===== src/rtl/assert_macros.svh =====
// shared assertion macros, empty in synthesis builds
`ifndef ASSERT_MACROS_SVH
`define ASSERT_MACROS_SVH

`ifndef SYNTHESIS

// expression holds on every clock edge out of reset
`define ASSERT_ALWAYS(label, expr) \
    label: assert property (@(posedge clk) disable iff (!rst_n) (expr)) \
        else $error("assertion failed");

// consequent holds in the same cycle as the antecedent
`define ASSERT_IMPLIES(label, ante, cons) \
    label: assert property (@(posedge clk) disable iff (!rst_n) (ante) |-> (cons)) \
        else $error("assertion failed");

// consequent holds in the cycle after the antecedent
`define ASSERT_NEXT(label, ante, cons) \
    label: assert property (@(posedge clk) disable iff (!rst_n) (ante) |=> (cons)) \
        else $error("assertion failed");

`else

`define ASSERT_ALWAYS(label, expr)
`define ASSERT_IMPLIES(label, ante, cons)
`define ASSERT_NEXT(label, ante, cons)

`endif

`endif


===== src/rtl/vp9d_pkg.sv =====
`default_nettype none

package vp9d_pkg;

    // parser phases within one packet
    typedef enum logic [3:0] {
        PH_DESC  = 4'd0,
        PH_PID1  = 4'd1,
        PH_PID2  = 4'd2,
        PH_LAYER = 4'd3,
        PH_REF   = 4'd4,
        PH_REFX  = 4'd5,
        PH_SS    = 4'd6,
        PH_SSY   = 4'd7,
        PH_SSG   = 4'd8,
        PH_GROUP = 4'd9,
        PH_PDIFF = 4'd10,
        PH_PAY0  = 4'd11,
        PH_PAY   = 4'd12,
        PH_SKIP  = 4'd13
    } phase_t;

    // result kinds
    typedef enum logic [2:0] {
        KIND_PAYLOAD   = 3'd0,
        KIND_DISCARD   = 3'd1,
        KIND_SHORT     = 3'd2,
        KIND_MARKER    = 3'd3,
        KIND_LAYERS    = 3'd4,
        KIND_IGNORED   = 3'd5
    } kind_t;

    // descriptor bit positions (bit 0 reused for the ss g flag)
    localparam int FLAG_I = 7;
    localparam int FLAG_L = 5;
    localparam int FLAG_F = 4;
    localparam int FLAG_B = 3;
    localparam int FLAG_E = 2;
    localparam int FLAG_V = 1;
    localparam int FLAG_G = 0;

    typedef struct packed {
        logic [7:0]  data_byte;
        logic        packet_first;
        logic        packet_last;
        logic        marker;
        logic [31:0] rtp_timestamp;
    } byte_item_t;

    typedef struct packed {
        kind_t       kind;
        logic [7:0]  payload_byte;
        logic        frame_first;
        logic        frame_last;
        logic [31:0] frame_stamp;
        logic        run_last;
    } result_t;

    // results produced by one parse step
    typedef struct packed {
        logic [1:0] count;
        result_t    r0;
        result_t    r1;
    } push_t;

    localparam int FIFO_PTR_W = 2;
    localparam int FIFO_DEPTH = 1 << FIFO_PTR_W;

    typedef logic [FIFO_PTR_W-1:0] fifo_ptr_t;
    typedef logic [FIFO_PTR_W:0]   fifo_cnt_t;

    localparam fifo_cnt_t FIFO_ROOM_MAX = fifo_cnt_t'(FIFO_DEPTH - 2);
    localparam fifo_cnt_t FIFO_FULL     = fifo_cnt_t'(FIFO_DEPTH);

endpackage

`default_nettype wire


===== src/rtl/vp9d_byte_if.sv =====
`default_nettype none

interface vp9d_byte_if;
    import vp9d_pkg::*;

    logic       valid;
    logic       ready;
    byte_item_t payload;

    modport source (output valid, output payload, input ready);
    modport sink (input valid, input payload, output ready);
endinterface

`default_nettype wire


===== src/rtl/vp9d_result_if.sv =====
`default_nettype none

interface vp9d_result_if;
    import vp9d_pkg::*;

    logic    valid;
    logic    ready;
    result_t payload;

    modport source (output valid, output payload, input ready);
    modport sink (input valid, input payload, output ready);
endinterface

`default_nettype wire


===== src/rtl/vp9d_parser.sv =====
`default_nettype none

`include "assert_macros.svh"

module vp9d_parser (
    input  wire logic           clk,
    input  wire logic           rst_n,
    vp9d_byte_if.sink           pkt,
    input  wire logic           room,
    output vp9d_pkg::push_t     push
);
    import vp9d_pkg::*;

    byte_item_t  item_reg;
    logic        item_valid_reg;
    logic        item_valid_next;
    logic        fire;

    phase_t      phase_reg, phase_next;
    logic [7:0]  flags_reg, flags_next;
    logic [1:0]  ref_reg, ref_next;
    logic [7:0]  group_reg, group_next;
    logic [2:0]  inner_reg, inner_next;
    logic        open_reg, open_next;
    logic [31:0] stamp_reg, stamp_next;
    logic        fresh_reg, fresh_next;

    logic        disc;
    logic        main_v;
    logic        hdr;
    result_t     disc_res;
    result_t     main_res;

    // next header section that is present
    function automatic phase_t next_from(input logic [2:0] level, input logic [7:0] flags,
                                         input logic [1:0] refs);
        phase_t ph;
        if (level < 3'd1 && flags[FLAG_I])
            ph = PH_PID1;
        else if (level < 3'd2 && flags[FLAG_L])
            ph = PH_LAYER;
        else if (level < 3'd3 && refs != 2'd0)
            ph = PH_REF;
        else if (level < 3'd4 && flags[FLAG_V])
            ph = PH_SS;
        else
            ph = PH_PAY0;
        return ph;
    endfunction

    function automatic phase_t after_ssy(input logic [7:0] flags);
        return flags[FLAG_G] ? PH_SSG : PH_PAY0;
    endfunction

    assign fire      = item_valid_reg && room;
    assign pkt.ready = !item_valid_reg || room;

    always_comb
    begin
        if (pkt.valid && pkt.ready)
            item_valid_next = 1'b1;
        else if (fire)
            item_valid_next = 1'b0;
        else
            item_valid_next = item_valid_reg;
    end

    always_ff @(posedge clk or negedge rst_n)
    begin
        if (!rst_n)
            item_valid_reg <= 1'b0;
        else
            item_valid_reg <= item_valid_next;
    end

    always_ff @(posedge clk)
    begin
        if (pkt.valid && pkt.ready)
            item_reg <= pkt.payload;
    end

    // one parse step on the registered byte
    always_comb
    begin
        phase_next = phase_reg;
        flags_next = flags_reg;
        ref_next   = ref_reg;
        group_next = group_reg;
        inner_next = inner_reg;
        open_next  = open_reg;
        stamp_next = stamp_reg;
        fresh_next = fresh_reg;
        disc       = 1'b0;
        main_v     = 1'b0;
        hdr        = 1'b1;

        main_res              = '0;
        main_res.kind         = KIND_SHORT;
        main_res.frame_stamp  = item_reg.rtp_timestamp;
        main_res.run_last     = 1'b1;

        if (item_reg.packet_first || phase_reg == PH_DESC)
        begin
            if (open_reg && stamp_reg != item_reg.rtp_timestamp)
            begin
                disc       = 1'b1;
                open_next  = 1'b0;
                fresh_next = 1'b0;
            end
            flags_next = {item_reg.data_byte[7:1], 1'b0};
            ref_next   = 2'd0;
            group_next = 8'd0;
            inner_next = 3'd0;
            if (item_reg.packet_last)
            begin
                main_v        = 1'b1;
                main_res.kind = KIND_SHORT;
                phase_next    = PH_DESC;
            end
            else if (item_reg.data_byte[FLAG_E] != item_reg.marker)
            begin
                main_v        = 1'b1;
                main_res.kind = KIND_MARKER;
                phase_next    = PH_SKIP;
            end
            else
            begin
                phase_next = next_from(3'd0, flags_next, 2'd0);
            end
        end
        else
        begin
            case (phase_reg)
                PH_PID1:
                begin
                    phase_next = item_reg.data_byte[7] ? PH_PID2
                                                       : next_from(3'd1, flags_reg, ref_reg);
                end
                PH_PID2:
                begin
                    phase_next = next_from(3'd1, flags_reg, ref_reg);
                end
                PH_LAYER:
                begin
                    ref_next   = flags_reg[FLAG_F] ? item_reg.data_byte[1:0] : 2'd0;
                    phase_next = next_from(3'd2, flags_reg, ref_next);
                end
                PH_REF, PH_REFX:
                begin
                    if (phase_reg == PH_REF && item_reg.data_byte[4])
                        phase_next = PH_REFX;
                    else
                    begin
                        ref_next   = ref_reg - 2'd1;
                        phase_next = (ref_next != 2'd0) ? PH_REF
                                                        : next_from(3'd3, flags_reg, ref_next);
                    end
                end
                PH_SS:
                begin
                    if (item_reg.data_byte[7:5] != 3'd0)
                    begin
                        // more than one spatial layer
                        main_v        = 1'b1;
                        main_res.kind = KIND_LAYERS;
                        phase_next    = item_reg.packet_last ? PH_DESC : PH_SKIP;
                        hdr           = 1'b0;
                    end
                    else
                    begin
                        if (item_reg.data_byte[3])
                            flags_next[FLAG_G] = 1'b1;
                        if (item_reg.data_byte[4])
                        begin
                            inner_next = 3'd4;
                            phase_next = PH_SSY;
                        end
                        else
                            phase_next = after_ssy(flags_next);
                    end
                end
                PH_SSY:
                begin
                    inner_next = inner_reg - 3'd1;
                    if (inner_next == 3'd0)
                        phase_next = after_ssy(flags_reg);
                end
                PH_SSG:
                begin
                    group_next = item_reg.data_byte;
                    phase_next = (item_reg.data_byte != 8'd0) ? PH_GROUP : PH_PAY0;
                end
                PH_GROUP:
                begin
                    if (item_reg.data_byte[3:2] != 2'd0)
                    begin
                        inner_next = {1'b0, item_reg.data_byte[3:2]};
                        phase_next = PH_PDIFF;
                    end
                    else
                    begin
                        group_next = group_reg - 8'd1;
                        phase_next = (group_next != 8'd0) ? PH_GROUP : PH_PAY0;
                    end
                end
                PH_PDIFF:
                begin
                    inner_next = inner_reg - 3'd1;
                    if (inner_next == 3'd0)
                    begin
                        group_next = group_reg - 8'd1;
                        phase_next = (group_next != 8'd0) ? PH_GROUP : PH_PAY0;
                    end
                end
                PH_PAY0, PH_PAY:
                begin
                    hdr = 1'b0;
                    if (phase_reg == PH_PAY0 && !open_reg && !flags_reg[FLAG_B])
                    begin
                        // no frame to join
                        main_v        = 1'b1;
                        main_res.kind = KIND_IGNORED;
                        phase_next    = item_reg.packet_last ? PH_DESC : PH_SKIP;
                    end
                    else
                    begin
                        if (phase_reg == PH_PAY0 && !open_reg)
                        begin
                            open_next  = 1'b1;
                            stamp_next = item_reg.rtp_timestamp;
                            fresh_next = 1'b1;
                        end
                        if (open_next)
                        begin
                            main_v                = 1'b1;
                            main_res.kind         = KIND_PAYLOAD;
                            main_res.payload_byte = item_reg.data_byte;
                            main_res.frame_first  = fresh_next;
                            main_res.frame_last   = item_reg.packet_last && flags_reg[FLAG_E];
                            main_res.frame_stamp  = stamp_next;
                            fresh_next            = 1'b0;
                            if (main_res.frame_last)
                                open_next = 1'b0;
                        end
                        phase_next = item_reg.packet_last ? PH_DESC : PH_PAY;
                    end
                end
                default:
                begin
                    hdr        = 1'b0;
                    phase_next = item_reg.packet_last ? PH_DESC : PH_SKIP;
                end
            endcase
            if (hdr && item_reg.packet_last)
            begin
                main_v        = 1'b1;
                main_res.kind = KIND_SHORT;
                phase_next    = PH_DESC;
            end
        end
    end

    always_comb
    begin
        disc_res             = '0;
        disc_res.kind        = KIND_DISCARD;
        disc_res.frame_stamp = stamp_reg;
        disc_res.run_last    = !main_v;

        push.r0    = disc ? disc_res : main_res;
        push.r1    = main_res;
        push.count = fire ? ({1'b0, disc} + {1'b0, main_v}) : 2'd0;
    end

    always_ff @(posedge clk or negedge rst_n)
    begin
        if (!rst_n)
        begin
            phase_reg <= PH_DESC;
            flags_reg <= 8'd0;
            ref_reg   <= 2'd0;
            group_reg <= 8'd0;
            inner_reg <= 3'd0;
            open_reg  <= 1'b0;
            stamp_reg <= 32'd0;
            fresh_reg <= 1'b0;
        end
        else if (fire)
        begin
            phase_reg <= phase_next;
            flags_reg <= flags_next;
            ref_reg   <= ref_next;
            group_reg <= group_next;
            inner_reg <= inner_next;
            open_reg  <= open_next;
            stamp_reg <= stamp_next;
            fresh_reg <= fresh_next;
        end
    end

    `ASSERT_ALWAYS(a_push_count_range, push.count != 2'd3)
    `ASSERT_IMPLIES(a_push_needs_room, push.count != 2'd0, room)
    `ASSERT_IMPLIES(a_first_only_when_closed, main_v && main_res.kind == KIND_PAYLOAD && main_res.frame_first, !open_reg)

endmodule

`default_nettype wire


===== src/rtl/vp9d_result_fifo.sv =====
`default_nettype none

`include "assert_macros.svh"

module vp9d_result_fifo (
    input  wire logic           clk,
    input  wire logic           rst_n,
    input  wire vp9d_pkg::push_t push,
    output logic                room,
    vp9d_result_if.source       res
);
    import vp9d_pkg::*;

    result_t   mem_reg [FIFO_DEPTH];
    fifo_ptr_t wr_ptr_reg, wr_ptr_next;
    fifo_ptr_t rd_ptr_reg, rd_ptr_next;
    fifo_cnt_t count_reg, count_next;
    logic      pop;

    assign pop         = res.valid && res.ready;
    assign res.valid   = count_reg != '0;
    assign res.payload = mem_reg[rd_ptr_reg];
    assign room        = count_reg <= FIFO_ROOM_MAX;

    always_comb
    begin
        wr_ptr_next = wr_ptr_reg + fifo_ptr_t'(push.count);
        rd_ptr_next = rd_ptr_reg + fifo_ptr_t'(pop);
        count_next  = count_reg + fifo_cnt_t'(push.count) - fifo_cnt_t'(pop);
    end

    always_ff @(posedge clk)
    begin
        if (push.count != 2'd0)
            mem_reg[wr_ptr_reg] <= push.r0;
        if (push.count == 2'd2)
            mem_reg[wr_ptr_reg + fifo_ptr_t'(1)] <= push.r1;
    end

    always_ff @(posedge clk or negedge rst_n)
    begin
        if (!rst_n)
        begin
            wr_ptr_reg <= '0;
            rd_ptr_reg <= '0;
            count_reg  <= '0;
        end
        else
        begin
            wr_ptr_reg <= wr_ptr_next;
            rd_ptr_reg <= rd_ptr_next;
            count_reg  <= count_next;
        end
    end

    `ASSERT_ALWAYS(a_count_bound, count_reg <= FIFO_FULL)
    `ASSERT_IMPLIES(a_no_overflow, push.count != 2'd0, count_reg <= FIFO_ROOM_MAX)
    `ASSERT_NEXT(a_empty_push_shows, count_reg == '0 && push.count != 2'd0, res.valid && res.payload == $past(push.r0))

endmodule

`default_nettype wire


===== src/rtl/vp9_rtp_payload_depacketizer_core.sv =====
`default_nettype none

// vp9 rtp payload depacketizer
// pkt: one rtp payload byte per request, tagged with packet first/last, the
//   rtp marker and the rtp timestamp; the descriptor byte leads each packet
// res: one result per request: a frame data byte with frame first/last marks
//   and frame timestamp, or a status (partial frame discarded, too short,
//   marker mismatch, unsupported layers, packet ignored); run_last flags the
//   final result caused by an input byte
// throughput: one input byte per cycle while the result queue has room; a
//   byte that yields two results (a discard followed by a descriptor status)
//   hands them to res one after the other
// path: an accepted byte waits in the input register for its parse step,
//   whose results go through the result queue to res
// reset: the frame closes, the parser waits for a descriptor, the result
//   queue empties; no clearing pass is needed
// stall: results collect in a four-entry queue; the input register holds its
//   byte and pkt.ready drops once the queue cannot take two more results
module vp9_rtp_payload_depacketizer_core (
    input  wire logic     clk,
    input  wire logic     rst_n,
    vp9d_byte_if.sink     pkt,
    vp9d_result_if.source res
);
    import vp9d_pkg::*;

    // parse step results headed into the queue
    push_t push;
    // queue can absorb a full step
    logic  room;

    // input register, parse state and the per-byte step logic
    vp9d_parser u_parser (
        .clk   (clk),
        .rst_n (rst_n),
        .pkt   (pkt),
        .room  (room),
        .push  (push)
    );

    // result queue decoupling the receiver from the parser
    vp9d_result_fifo u_result_fifo (
        .clk   (clk),
        .rst_n (rst_n),
        .push  (push),
        .room  (room),
        .res   (res)
    );

endmodule

`default_nettype wire


===== src/flat_wrapper.sv =====
// flat-port wrapper written by rule: the top's interface ports become plain ports
module vp9_rtp_payload_depacketizer_core_flat import vp9d_pkg::*;
  (clk, rst_n, pkt_valid, pkt_payload, pkt_ready, res_valid, res_payload, res_ready);
  vp9d_byte_if pkt_i ();
  vp9d_result_if res_i ();
  input  wire logic clk;
  input  wire logic rst_n;
  input wire logic [$bits(pkt_i.valid)-1:0] pkt_valid;
  input wire logic [$bits(pkt_i.payload)-1:0] pkt_payload;
  output wire logic [$bits(pkt_i.ready)-1:0] pkt_ready;
  output wire logic [$bits(res_i.valid)-1:0] res_valid;
  output wire logic [$bits(res_i.payload)-1:0] res_payload;
  input wire logic [$bits(res_i.ready)-1:0] res_ready;
  assign pkt_i.valid = pkt_valid;
  assign pkt_i.payload = pkt_payload;
  assign pkt_ready = pkt_i.ready;
  assign res_valid = res_i.valid;
  assign res_payload = res_i.payload;
  assign res_i.ready = res_ready;
  vp9_rtp_payload_depacketizer_core u_core (.clk(clk), .rst_n(rst_n), .pkt(pkt_i), .res(res_i));
endmodule

===== config.mk =====
export PLATFORM = sky130hd
export DESIGN_NAME = vp9_rtp_payload_depacketizer_core_flat
export DESIGN_NICKNAME = d
export VERILOG_FILES = /design/src/rtl/vp9d_pkg.sv /design/src/rtl/vp9d_byte_if.sv /design/src/rtl/vp9d_result_if.sv /design/src/rtl/vp9d_parser.sv /design/src/rtl/vp9d_result_fifo.sv /design/src/rtl/vp9_rtp_payload_depacketizer_core.sv /design/src/flat_wrapper.sv
export VERILOG_INCLUDE_DIRS = /design/src /design/src/rtl
export SDC_FILE = /design/constraint.sdc
export NUM_CORES = 1
export LEC_CHECK = 0
export BUFFER_PORTS_ARGS = -buffer_cell sky130_fd_sc_hd__buf_2
export CAP_MARGIN = 20
export CORE_MARGIN = 2
export CORE_UTILIZATION = 34
export CTS_CLUSTER_DIAMETER = 30
export DETAILED_ROUTE_END_ITERATION = 6
export PLACE_DENSITY = 0.48
export RECOVER_POWER = 100
export SLEW_MARGIN = 10
export SYNTH_ARGS = -nofsm -noshare
export SYNTH_HDL_FRONTEND = slang
export SYNTH_SLANG_ARGS = --single-unit

===== constraint.sdc =====
create_clock -name clk -period 10.2 [get_ports clk]
set_input_delay 2.04 -clock clk [delete_from_list [all_inputs] [get_ports clk]]
set_output_delay 2.04 -clock clk [all_outputs]
set_load 0.05 [all_outputs]

### Word level (Yosys, flattened, before mapping)

Memories as Yosys holds them, arrays and structs flattened.
Index checks and enable logic that the tools add are counted.

| word-level totals | value |
|---|---|
| flip-flop bits (word level) | 108 |
| RAM bits | 184 |
| input port bits | 47 |
| output and inout bits | 48 |
| word-level logic and storage cells | 196 |
| memories | 1 |

| operators by class | value |
|---|---|
| $add $sub $neg | 9 |
| magnitude comparators | 1 |
| equal/unequal tests | 26 |
| muxes and demuxes | 95 |
| bitwise logic cells | 2 |
| reductions and logical operators | 44 |

Memories:

| memory | words | width | rd ports | clocked after memory_dff | wr ports | RTL line | text |
|---|---|---|---|---|---|---|---|
| u_core.u_result_fifo.mem_reg | 4 | 46 | 1 | 0 | 2 | vp9d_result_fifo.sv:14 | `result_t mem_reg [FIFO_DEPTH];` |

Operators by type and width:

| kind | count |
|---|---|
| 2-to-1 mux 42 bit | 3 |
| 2-to-1 mux 4 bit | 21 |
| 2-to-1 mux 46 bit | 1 |
| 2-to-1 mux 44 bit | 1 |
| 2-to-1 mux 1 bit | 41 |
| one-hot mux 4 bit (10 select lines) | 1 |
| 2-to-1 mux 32 bit | 1 |
| != test 32 bit | 1 |
| 2-to-1 mux 3 bit | 8 |
| 2-to-1 mux 8 bit | 3 |
| one-hot mux 8 bit (3 select lines) | 1 |
| == test 4 bit, second input constant | 5 |
| 2-to-1 mux 2 bit | 9 |
| != test 3 bit, second input constant | 6 |
| == test 4 x 3 -> 1 bit, second input constant | 4 |
| nonzero test 2 bit | 8 |
| nonzero test 8 bit | 2 |
| AND reduction 4 bit | 3 |
| logical AND 1 bit | 9 |
| one-hot mux 3 bit (3 select lines) | 1 |
| AND reduction 3 bit | 3 |
| nonzero test 3 bit | 3 |
| OR reduction 9 bit | 1 |
| == test 4 x 2 -> 1 bit, second input constant | 2 |
| other kinds (28) | 39 |

### Depth between registers and ports, before layout

Gate-level depths: netlist (run 1).

| logic depth | value |
|---|---|
| depth after elaboration | 16 |
| depth in mapped cells | 16 |
| depth with buffers taken out | 14 |

### Hierarchy

Synthesis (run 1) repeated with hierarchy kept, for this count alone.

| second synthesis, totals | value |
|---|---|
| cell total of the unflattened synthesis | 1037 |
| area, all modules | 15813.9 µm² |

Modules (own cells, without submodules):

| module | instances | cells an instance | area an instance (µm²) | seq. area each (µm²) |
|---|---|---|---|---|
| vp9d_result_fifo | 1 | 486 | 9651.8 | 5700.5 |
| vp9d_parser | 1 | 551 | 6162.2 | 2742.6 |

### Least setup slack after synthesis (run 1)

OpenSTA, ideal clock, no wires.

| timing path | value |
|---|---|
| path type | register -> register |
| start | reg (tool-made name) |
| end | mem u_core.u_result_fifo.mem_reg[0][10] (netlist name), data pin |
| setup time | 0.146 ns |
| arrival | 3.998 ns |
| path slack | 6.055 ns |
| stages on the path, launching flop included | 15 |
| buffers on the path | 2 |
| path through | dfrtp_1 -> xor2_1 -> nor4_1 -> nand4_1 -> o21ai_0 -> inv_1 -> ha_1 -> nor2_1 -> nor2_1 -> or3_1 -> clkbuf_1 -> inv_1 -> o21ai_2 -> buf_2 -> o2bb2ai_1 |

RTL lines:

| item | RTL line |
|---|---|
| to (decl) | vp9d_result_fifo.sv:14 |

==> metrics.cfg, run 1 <==
[status]
status=finished with violations
violations=max-capacitance violations, max-slew violations

[worst_setup_path]
rr_startpoint=u_core.u_parser.phase_reg[1]$_DFFE_PN0P_
worstSetupPathType=reg2reg
worstPathArrival_ns=7.54
cp_max_fo=46
r2r_end=u_core.u_result_fifo.mem_reg[2][6]$_DFFE_PP_
cp-start-kind=register
endpoint=u_core.u_result_fifo.mem_reg[2][6]$_DFFE_PP_
rrSetupSlack_ns=3.08
rr_worst_depth=14
crit_required_ns=10.61
cp-end-kind=register
crit_path_start=u_core.u_parser.phase_reg[1]$_DFFE_PN0P_

[synthesis]
syn_area_mm2=0.0141
synth_top_area_frac=0.474
seq_area_frac_synth=0.595
syn_nets=1075
yosysTopAreaCell=edfxtp_1
async_flop_share=0.223
synth-edff-count=223
ys_top_cells_by_area=edfxtp_1, dfrtp_1, o2bb2ai_1, mux4_2, mux2_2
netlist_instances=1014
avgSynthCellArea_um2=13.9
synth_cell_type_count=79
ys.flop_type=edfxtp_1
ys.warnings.count=0
ys_ff_latch=292

[routing]
drc_errors=0
vias=9410
wl_per_cell_um=23.5
antenna_left=0
drt-pass1-iter-count=7
avgViaCountPerCell=5.42
initialDrtViolationCount=706
finalWirelength_um=40900

[cts]
clk_pin_slew_ns=0.04
htreeDepth=3
cts-root-buf=clkbuf_16
clock_latency_ns=0.58
ctsResizeCount=0
ctsHoldBuffers=0
cts_tree=built
cts_made_buffers=77
clock_sinks=292
cts_setup_buffers=0
clockBufferDepth=3

[timing]
finalCritPeriodShare=0.698
hold_violations=0
slew_headroom=-1.43
finalWorstSetupSlack_ns=3.08
slew_violations=395
grt_setup_unrepaired=false
finClkSkew_ns=0.0295
timing.final.crit_period_ns=7.12
fmax_mhz=140
setup_viol=0
worst_pin_slew_ns=3.65
tns_ns=0

[place]
gp_congestion=0.837
placed_cells=1594
hpwl_um=24100
dpl-instance-area_mm2=0.0151
place_ws_ns=5.03
port_buffers=94

[power_and_ir_drop]
powerDensity_mw_per_mm2=375
p_leak_nw=6.30
worst_ir_drop_vdd_mv=0.138

[grt]
grt_pass1_vias=9882
antenna_found_initial=1
track_usage=0.191
grt_remaining_overflow=0
grt_max_degree=48
grt_pass1_wl_um=62400

[floorplan]
dieHeight_um=208
row_count=74
die_w_um=208
start_util=0.345
ioPinCount=95
core_mm2=0.0409
dieArea_mm2=0.0432

[final_layout]
drive_gt1_frac=0.213
multi_input_area_mm2=0.00525
seq_area_mm2=0.00841
final_cells=1737
area_growth_pct=24.5
n_fill_cell=3771
antenna_cells=0
finalInstanceArea_mm2=0.0176
postLayoutCoreUtil=0.429
nNetsFinal=1203

[worst_hold_path]
hp-class=reg2reg

[job]
cap_violations=11

Yosys cell counts (all sizes together) (3+ instances only):
cell / count
and3: 4
inv: 20
nand2b: 15
and2: 35
a21oi: 24
nor3b: 5
a31oi: 5
clkbuf: 19
nor3: 11
nor2b: 9
or2: 6
nor4: 12
xnor2: 3
mux2: 38
nand4: 7
nand2: 63
ha: 13
o21ai: 34
nor2: 60
buf: 44
or3: 8
nand3: 10
o2bb2ai: 134
o31ai: 3
o211ai: 7
xor2: 37
dfrtp: 65
o32ai: 5
o22ai: 11
edfxtp: 223
mux4: 46
dfxtp: 4
critical path: stages, from the launching register on:
cell and delay [ns]:
dfrtp_1 0.87, nor4_1 0.20, nor2_1 0.55, nor2_1 0.23
o21ai_0 0.31, inv_1 0.15, ha_1 0.41, or3b_1 0.42
a21oi_1 0.25, nand2_1 0.22, clkinvlp_2 0.17, clkbuf_1 2.46
o21ai_2 0.06, buf_4 0.43, o2bb2ai_1 0.22
how the worst min path moves through the flow:
stage	startpoint	end	slack, ns	cells after the start
CTS	u_core.u_result_fifo.mem_reg[0][0]$_SDFFE_PP1P_	u_core.u_result_fifo.mem_reg[0][0]$_SDFFE_PP1P_	0.49	2
global route	u_core.u_result_fifo.mem_reg[0][0]$_SDFFE_PP1P_	u_core.u_result_fifo.mem_reg[0][0]$_SDFFE_PP1P_	0.51	2
floorplan	u_core.u_parser.group_reg[6]$_DFFE_PN0P_	u_core.u_parser.group_reg[6]$_DFFE_PN0P_	0.45	1
finish	u_core.u_result_fifo.mem_reg[0][0]$_SDFFE_PP1P_	u_core.u_result_fifo.mem_reg[0][0]$_SDFFE_PP1P_	0.49	2
detailed placement	u_core.u_result_fifo.mem_reg[0][0]$_SDFFE_PP1P_	u_core.u_result_fifo.mem_reg[0][0]$_SDFFE_PP1P_	0.48	2
global placement	u_core.u_parser.group_reg[6]$_DFFE_PN0P_	u_core.u_parser.group_reg[6]$_DFFE_PN0P_	0.47	1
layout make-up:
cell class	count	share of cell area
Sequential cell	292	0.478
Multi-Input combinational cell	637	0.299
Clock buffer	104	0.122
Inverter	22	0.00506
Tap cell	532	0.0379
Timing Repair Buffer	112	0.0290
Clock inverter	38	0.0284
metal layers:
metal | up-vias | wire length [um] | global-route usage
li1 | 4276 | - | -
met1 | 4784 | 18200 | 0.256
met2 | 282 | 20100 | 0.313
met3 | 66 | 1780 | 0.0386
met4 | 2 | 786 | 0.0609
met5 | - | 13 | 0
where the power goes:
group,leakage [nW],internal (W),total [W],switching [W]
clock,1.30,0.00174,0.00244,0.000703
combinational,2.07,0.000653,0.00218,0.00153
sequential,2.92,0.00169,0.00195,0.000262
layout by cell type (no fill, tap or decap), drive strengths merged, types with 5 or more instances in the layout:
cell type    n
ha          13
dfrtp       65
nor2        60
bufinv      11
nand4        7
xor2        37
mux2        38
nand2       63
o22ai       11
o21ai       34
nand3       10
nor3        11
o32ai        5
mux4        46
a21oi       24
and2        35
nand2b      15
nor4        12
or3          8
inv         21
nor3b        5
o211ai       7
or2          6
clkinv      24
a31oi        5
o2bb2ai    134
buf         39
nor2b        9
clkbuf     177
edfxtp     223
cells by family (layout without fill, tap and decap cells):
kind of cell,Yosys count,after routing,synth area share
AOI/OAI and AO/OA,246,246,0.139
xor gates and xnor gates,40,40,0.0248
adders and majority gates,14,14,0.0129
buffers and inverters,85,276,0.0300
DFF,292,292,0.595
muxes,85,85,0.105
and+or+nand+nor,252,252,0.0933
per-stage QoR:
step	power, W	hold WS [ns]
after floorplan	0.00352	0.448
after global placement	0.00418	0.471
after detailed placement	0.00420	0.480
after CTS	0.00667	0.490
after global routing	0.00692	0.512
final	0.00658	0.487
(Power assumes the default switching activity.)
==> run 2: changes to the inputs <==
PLACE_DENSITY = 0.5   (was 0.48)
clock period = 6 ns   (was 10.2 ns; I/O delays follow)
==> run 2 against run 1 <==
The run still ends with max-capacitance violations, max-slew violations left; sequential share of layout area decreased by 0.26 points; critical path depth decreased by 11; register-to-register slack got worse by 2.1 ns; utilization increased by 0.21 points; flip-flop and latch count unchanged; final area increased by 0.50%; routed wire length increased by 0.17%; die area unchanged; clock-buffer cell count unchanged; hold slack improved by 0.0023 ns; setup slack got worse by 2.2 ns; global-route usage decreased by 0.12 points; critical path type is now reg2out.
==> metrics.cfg, run 2 (synthesized netlist as in run 1, its figures left out) <==
[status]
status=finished with violations
violations=max-capacitance violations, max-slew violations

[cts]
clock_latency_ns=0.58  ; about the same
ctsHoldBuffers=0  ; unchanged
htreeDepth=3  ; unchanged
cts_tree=built
cts_setup_buffers=0  ; unchanged
clock_sinks=292  ; unchanged
clk_pin_slew_ns=0.05  ; about the same
cts_made_buffers=78  ; +1.3%
ctsResizeCount=0  ; unchanged
clockBufferDepth=3  ; unchanged
cts-root-buf=clkbuf_16

[grt]
track_usage=0.190  ; -0.00124
grt_remaining_overflow=0  ; unchanged
grt_pass1_vias=9896  ; +0.14%
grt_max_degree=66  ; +38%
grt_pass1_wl_um=61900  ; -0.80%
antenna_found_initial=1  ; unchanged

[final_layout]
nNetsFinal=1207  ; +0.33%
mostFrequentLayoutCells=edfxtp_1, o2bb2ai_1, clkbuf_16, clkbuf_1, dfrtp_1
final_common_cell=edfxtp_1
area_growth_pct=25.1
final_cells=1744  ; +0.40%
drive_gt1_frac=0.227  ; +0.0136
antenna_cells=0  ; unchanged

[worst_setup_path]
cpMaxStageDelayCell=dfrtp_1
crit_required_ns=4.80  ; -5.81 ns
slowest_delay_ns=1.75  ; -0.71 ns
crit_family=flip-flops
cp-start-kind=register
cp_max_fo=28  ; -39%
worstPathCellList=buf_4 -> mux4_2 -> clkbuf_1
cp_num_cells=3  ; -11
worstSetupPathType=reg2out
worstPathArrival_ns=3.96  ; -3.58 ns
crit_buf_inv=2  ; -2
rr_worst_depth=11  ; -3
cp-end-kind=output pin

[routing]
drt-pass1-iter-count=5  ; -2
drc_errors=0  ; unchanged
antenna_left=0  ; unchanged
initialDrtViolationCount=836  ; +18%
finalWirelength_um=40900  ; +0.17%
vias=9476  ; +0.70%
avgViaCountPerCell=5.43  ; +0.30%
wl_per_cell_um=23.5  ; -0.23%

[worst_hold_path]
hold_path_depth=2  ; unchanged
hp-class=reg2reg

[timing]
grt_setup_unrepaired=false
worst_pin_slew_ns=2.93  ; -0.723 ns
whs_ns=0.490  ; +0.00229 ns
timing.final.crit_period_ns=5.16
fmax_mhz=194
finalWorstSetupSlack_ns=0.844  ; -2.23 ns
finalCritPeriodShare=0.859
slew_headroom=-0.953  ; +0.482
setup_viol=0  ; unchanged
tns_ns=0  ; unchanged
finClkSkew_ns=0.0216  ; -0.00789 ns
slew_violations=195  ; -51%
hold_violations=0  ; unchanged

[floorplan]
start_util=0.345  ; unchanged
row_count=74  ; unchanged
die_w_um=208  ; unchanged
dieArea_mm2=0.0432  ; unchanged
ioPinCount=95  ; unchanged
dieHeight_um=208  ; unchanged
core_mm2=0.0409  ; unchanged

[power_and_ir_drop]
worst_ir_drop_vdd_mv=0.252  ; +83%
power_w=0.0112  ; +70%
powerDensity_mw_per_mm2=635  ; +69%
p_leak_nw=6.36  ; +1.1%

[job]
cap_violations=7  ; -4

[place]
gp_congestion=0.878  ; +4.9%
place_ws_ns=1.35  ; -3.69 ns
placed_cells=1597  ; +0.19%
hpwl_um=24600  ; +2.1%
port_buffers=94  ; unchanged

-- run 2: cell count changes in the layout (fill, tap and decap cells not counted), moves of 4 or more --
cell	delta
and2_1	+6
and2_0	-6
clkbuf_8	+5
clkbuf_1	-12
buf_4	+5
clkbuf_2	+4
-- run 2: worst min-delay path, cell delays in order, from the launching register on --
cell	delay, ns
dfxtp_1	0.32
nand2_1	0.05
o211ai_1	0.08
-- run 2: metrics by stage --
step	area [um2]	utilization
after detailed placement	15100	0.369
after global routing	17700	0.432
after global placement	15100	0.369
final	17700	0.432
after CTS	17800	0.436
after floorplan	14100	-
-- run 2: path summary, 6_finish.rpt --
check / startpoint / end / slack, ns
worst min register to register: u_core.u_result_fifo.mem_reg[1][0]$_SDFFE_PP1N_ / u_core.u_result_fifo.mem_reg[1][0]$_SDFFE_PP1N_ / 0.49
max in group asynchronous: rst_n / asynchronous set/reset pin / 1.57
min in group asynchronous: rst_n / asynchronous set/reset pin / 0.99
worst min-delay path: u_core.u_result_fifo.mem_reg[1][0]$_SDFFE_PP1N_ / u_core.u_result_fifo.mem_reg[1][0]$_SDFFE_PP1N_ / 0.49
worst max-delay path: u_core.u_result_fifo.rd_ptr_reg[0]$_DFF_PN0_ / res_payload[43] / 0.84
worst max register to register: u_core.u_parser.phase_reg[0]$_DFFE_PN0P_ / u_core.u_result_fifo.mem_reg[0][13]$_DFFE_PP_ / 1.02
-- run 2: final cells by class --
cell class	count	area (um2)
sequential	292	8400
clock buffer	104	2180
tap	532	666
timing repair buffer	115	554
fill	3798	23300
inverter	22	88.8
clock inverter	42	541
multi-input combinational	637	5230
-- run 2: report_power, final --
part | switching, W | internal [W] | leakage [nW] | total, W
registers | 0.000519 | 0.00286 | 2.93 | 0.00338
logic | 0.00252 | 0.00107 | 2.11 | 0.00359
clock network | 0.00126 | 0.00297 | 1.32 | 0.00424
-- run 2: routing by layer --
metal | wire length (um) | track usage | up-vias
li1 | - | - | 4284
met1 | 17900 | 0.249 | 4839
met3 | 1900 | 0.0343 | 78
met4 | 1030 | 0.0677 | 2
met5 | 7 | 0 | -
met2 | 20100 | 0.316 | 273
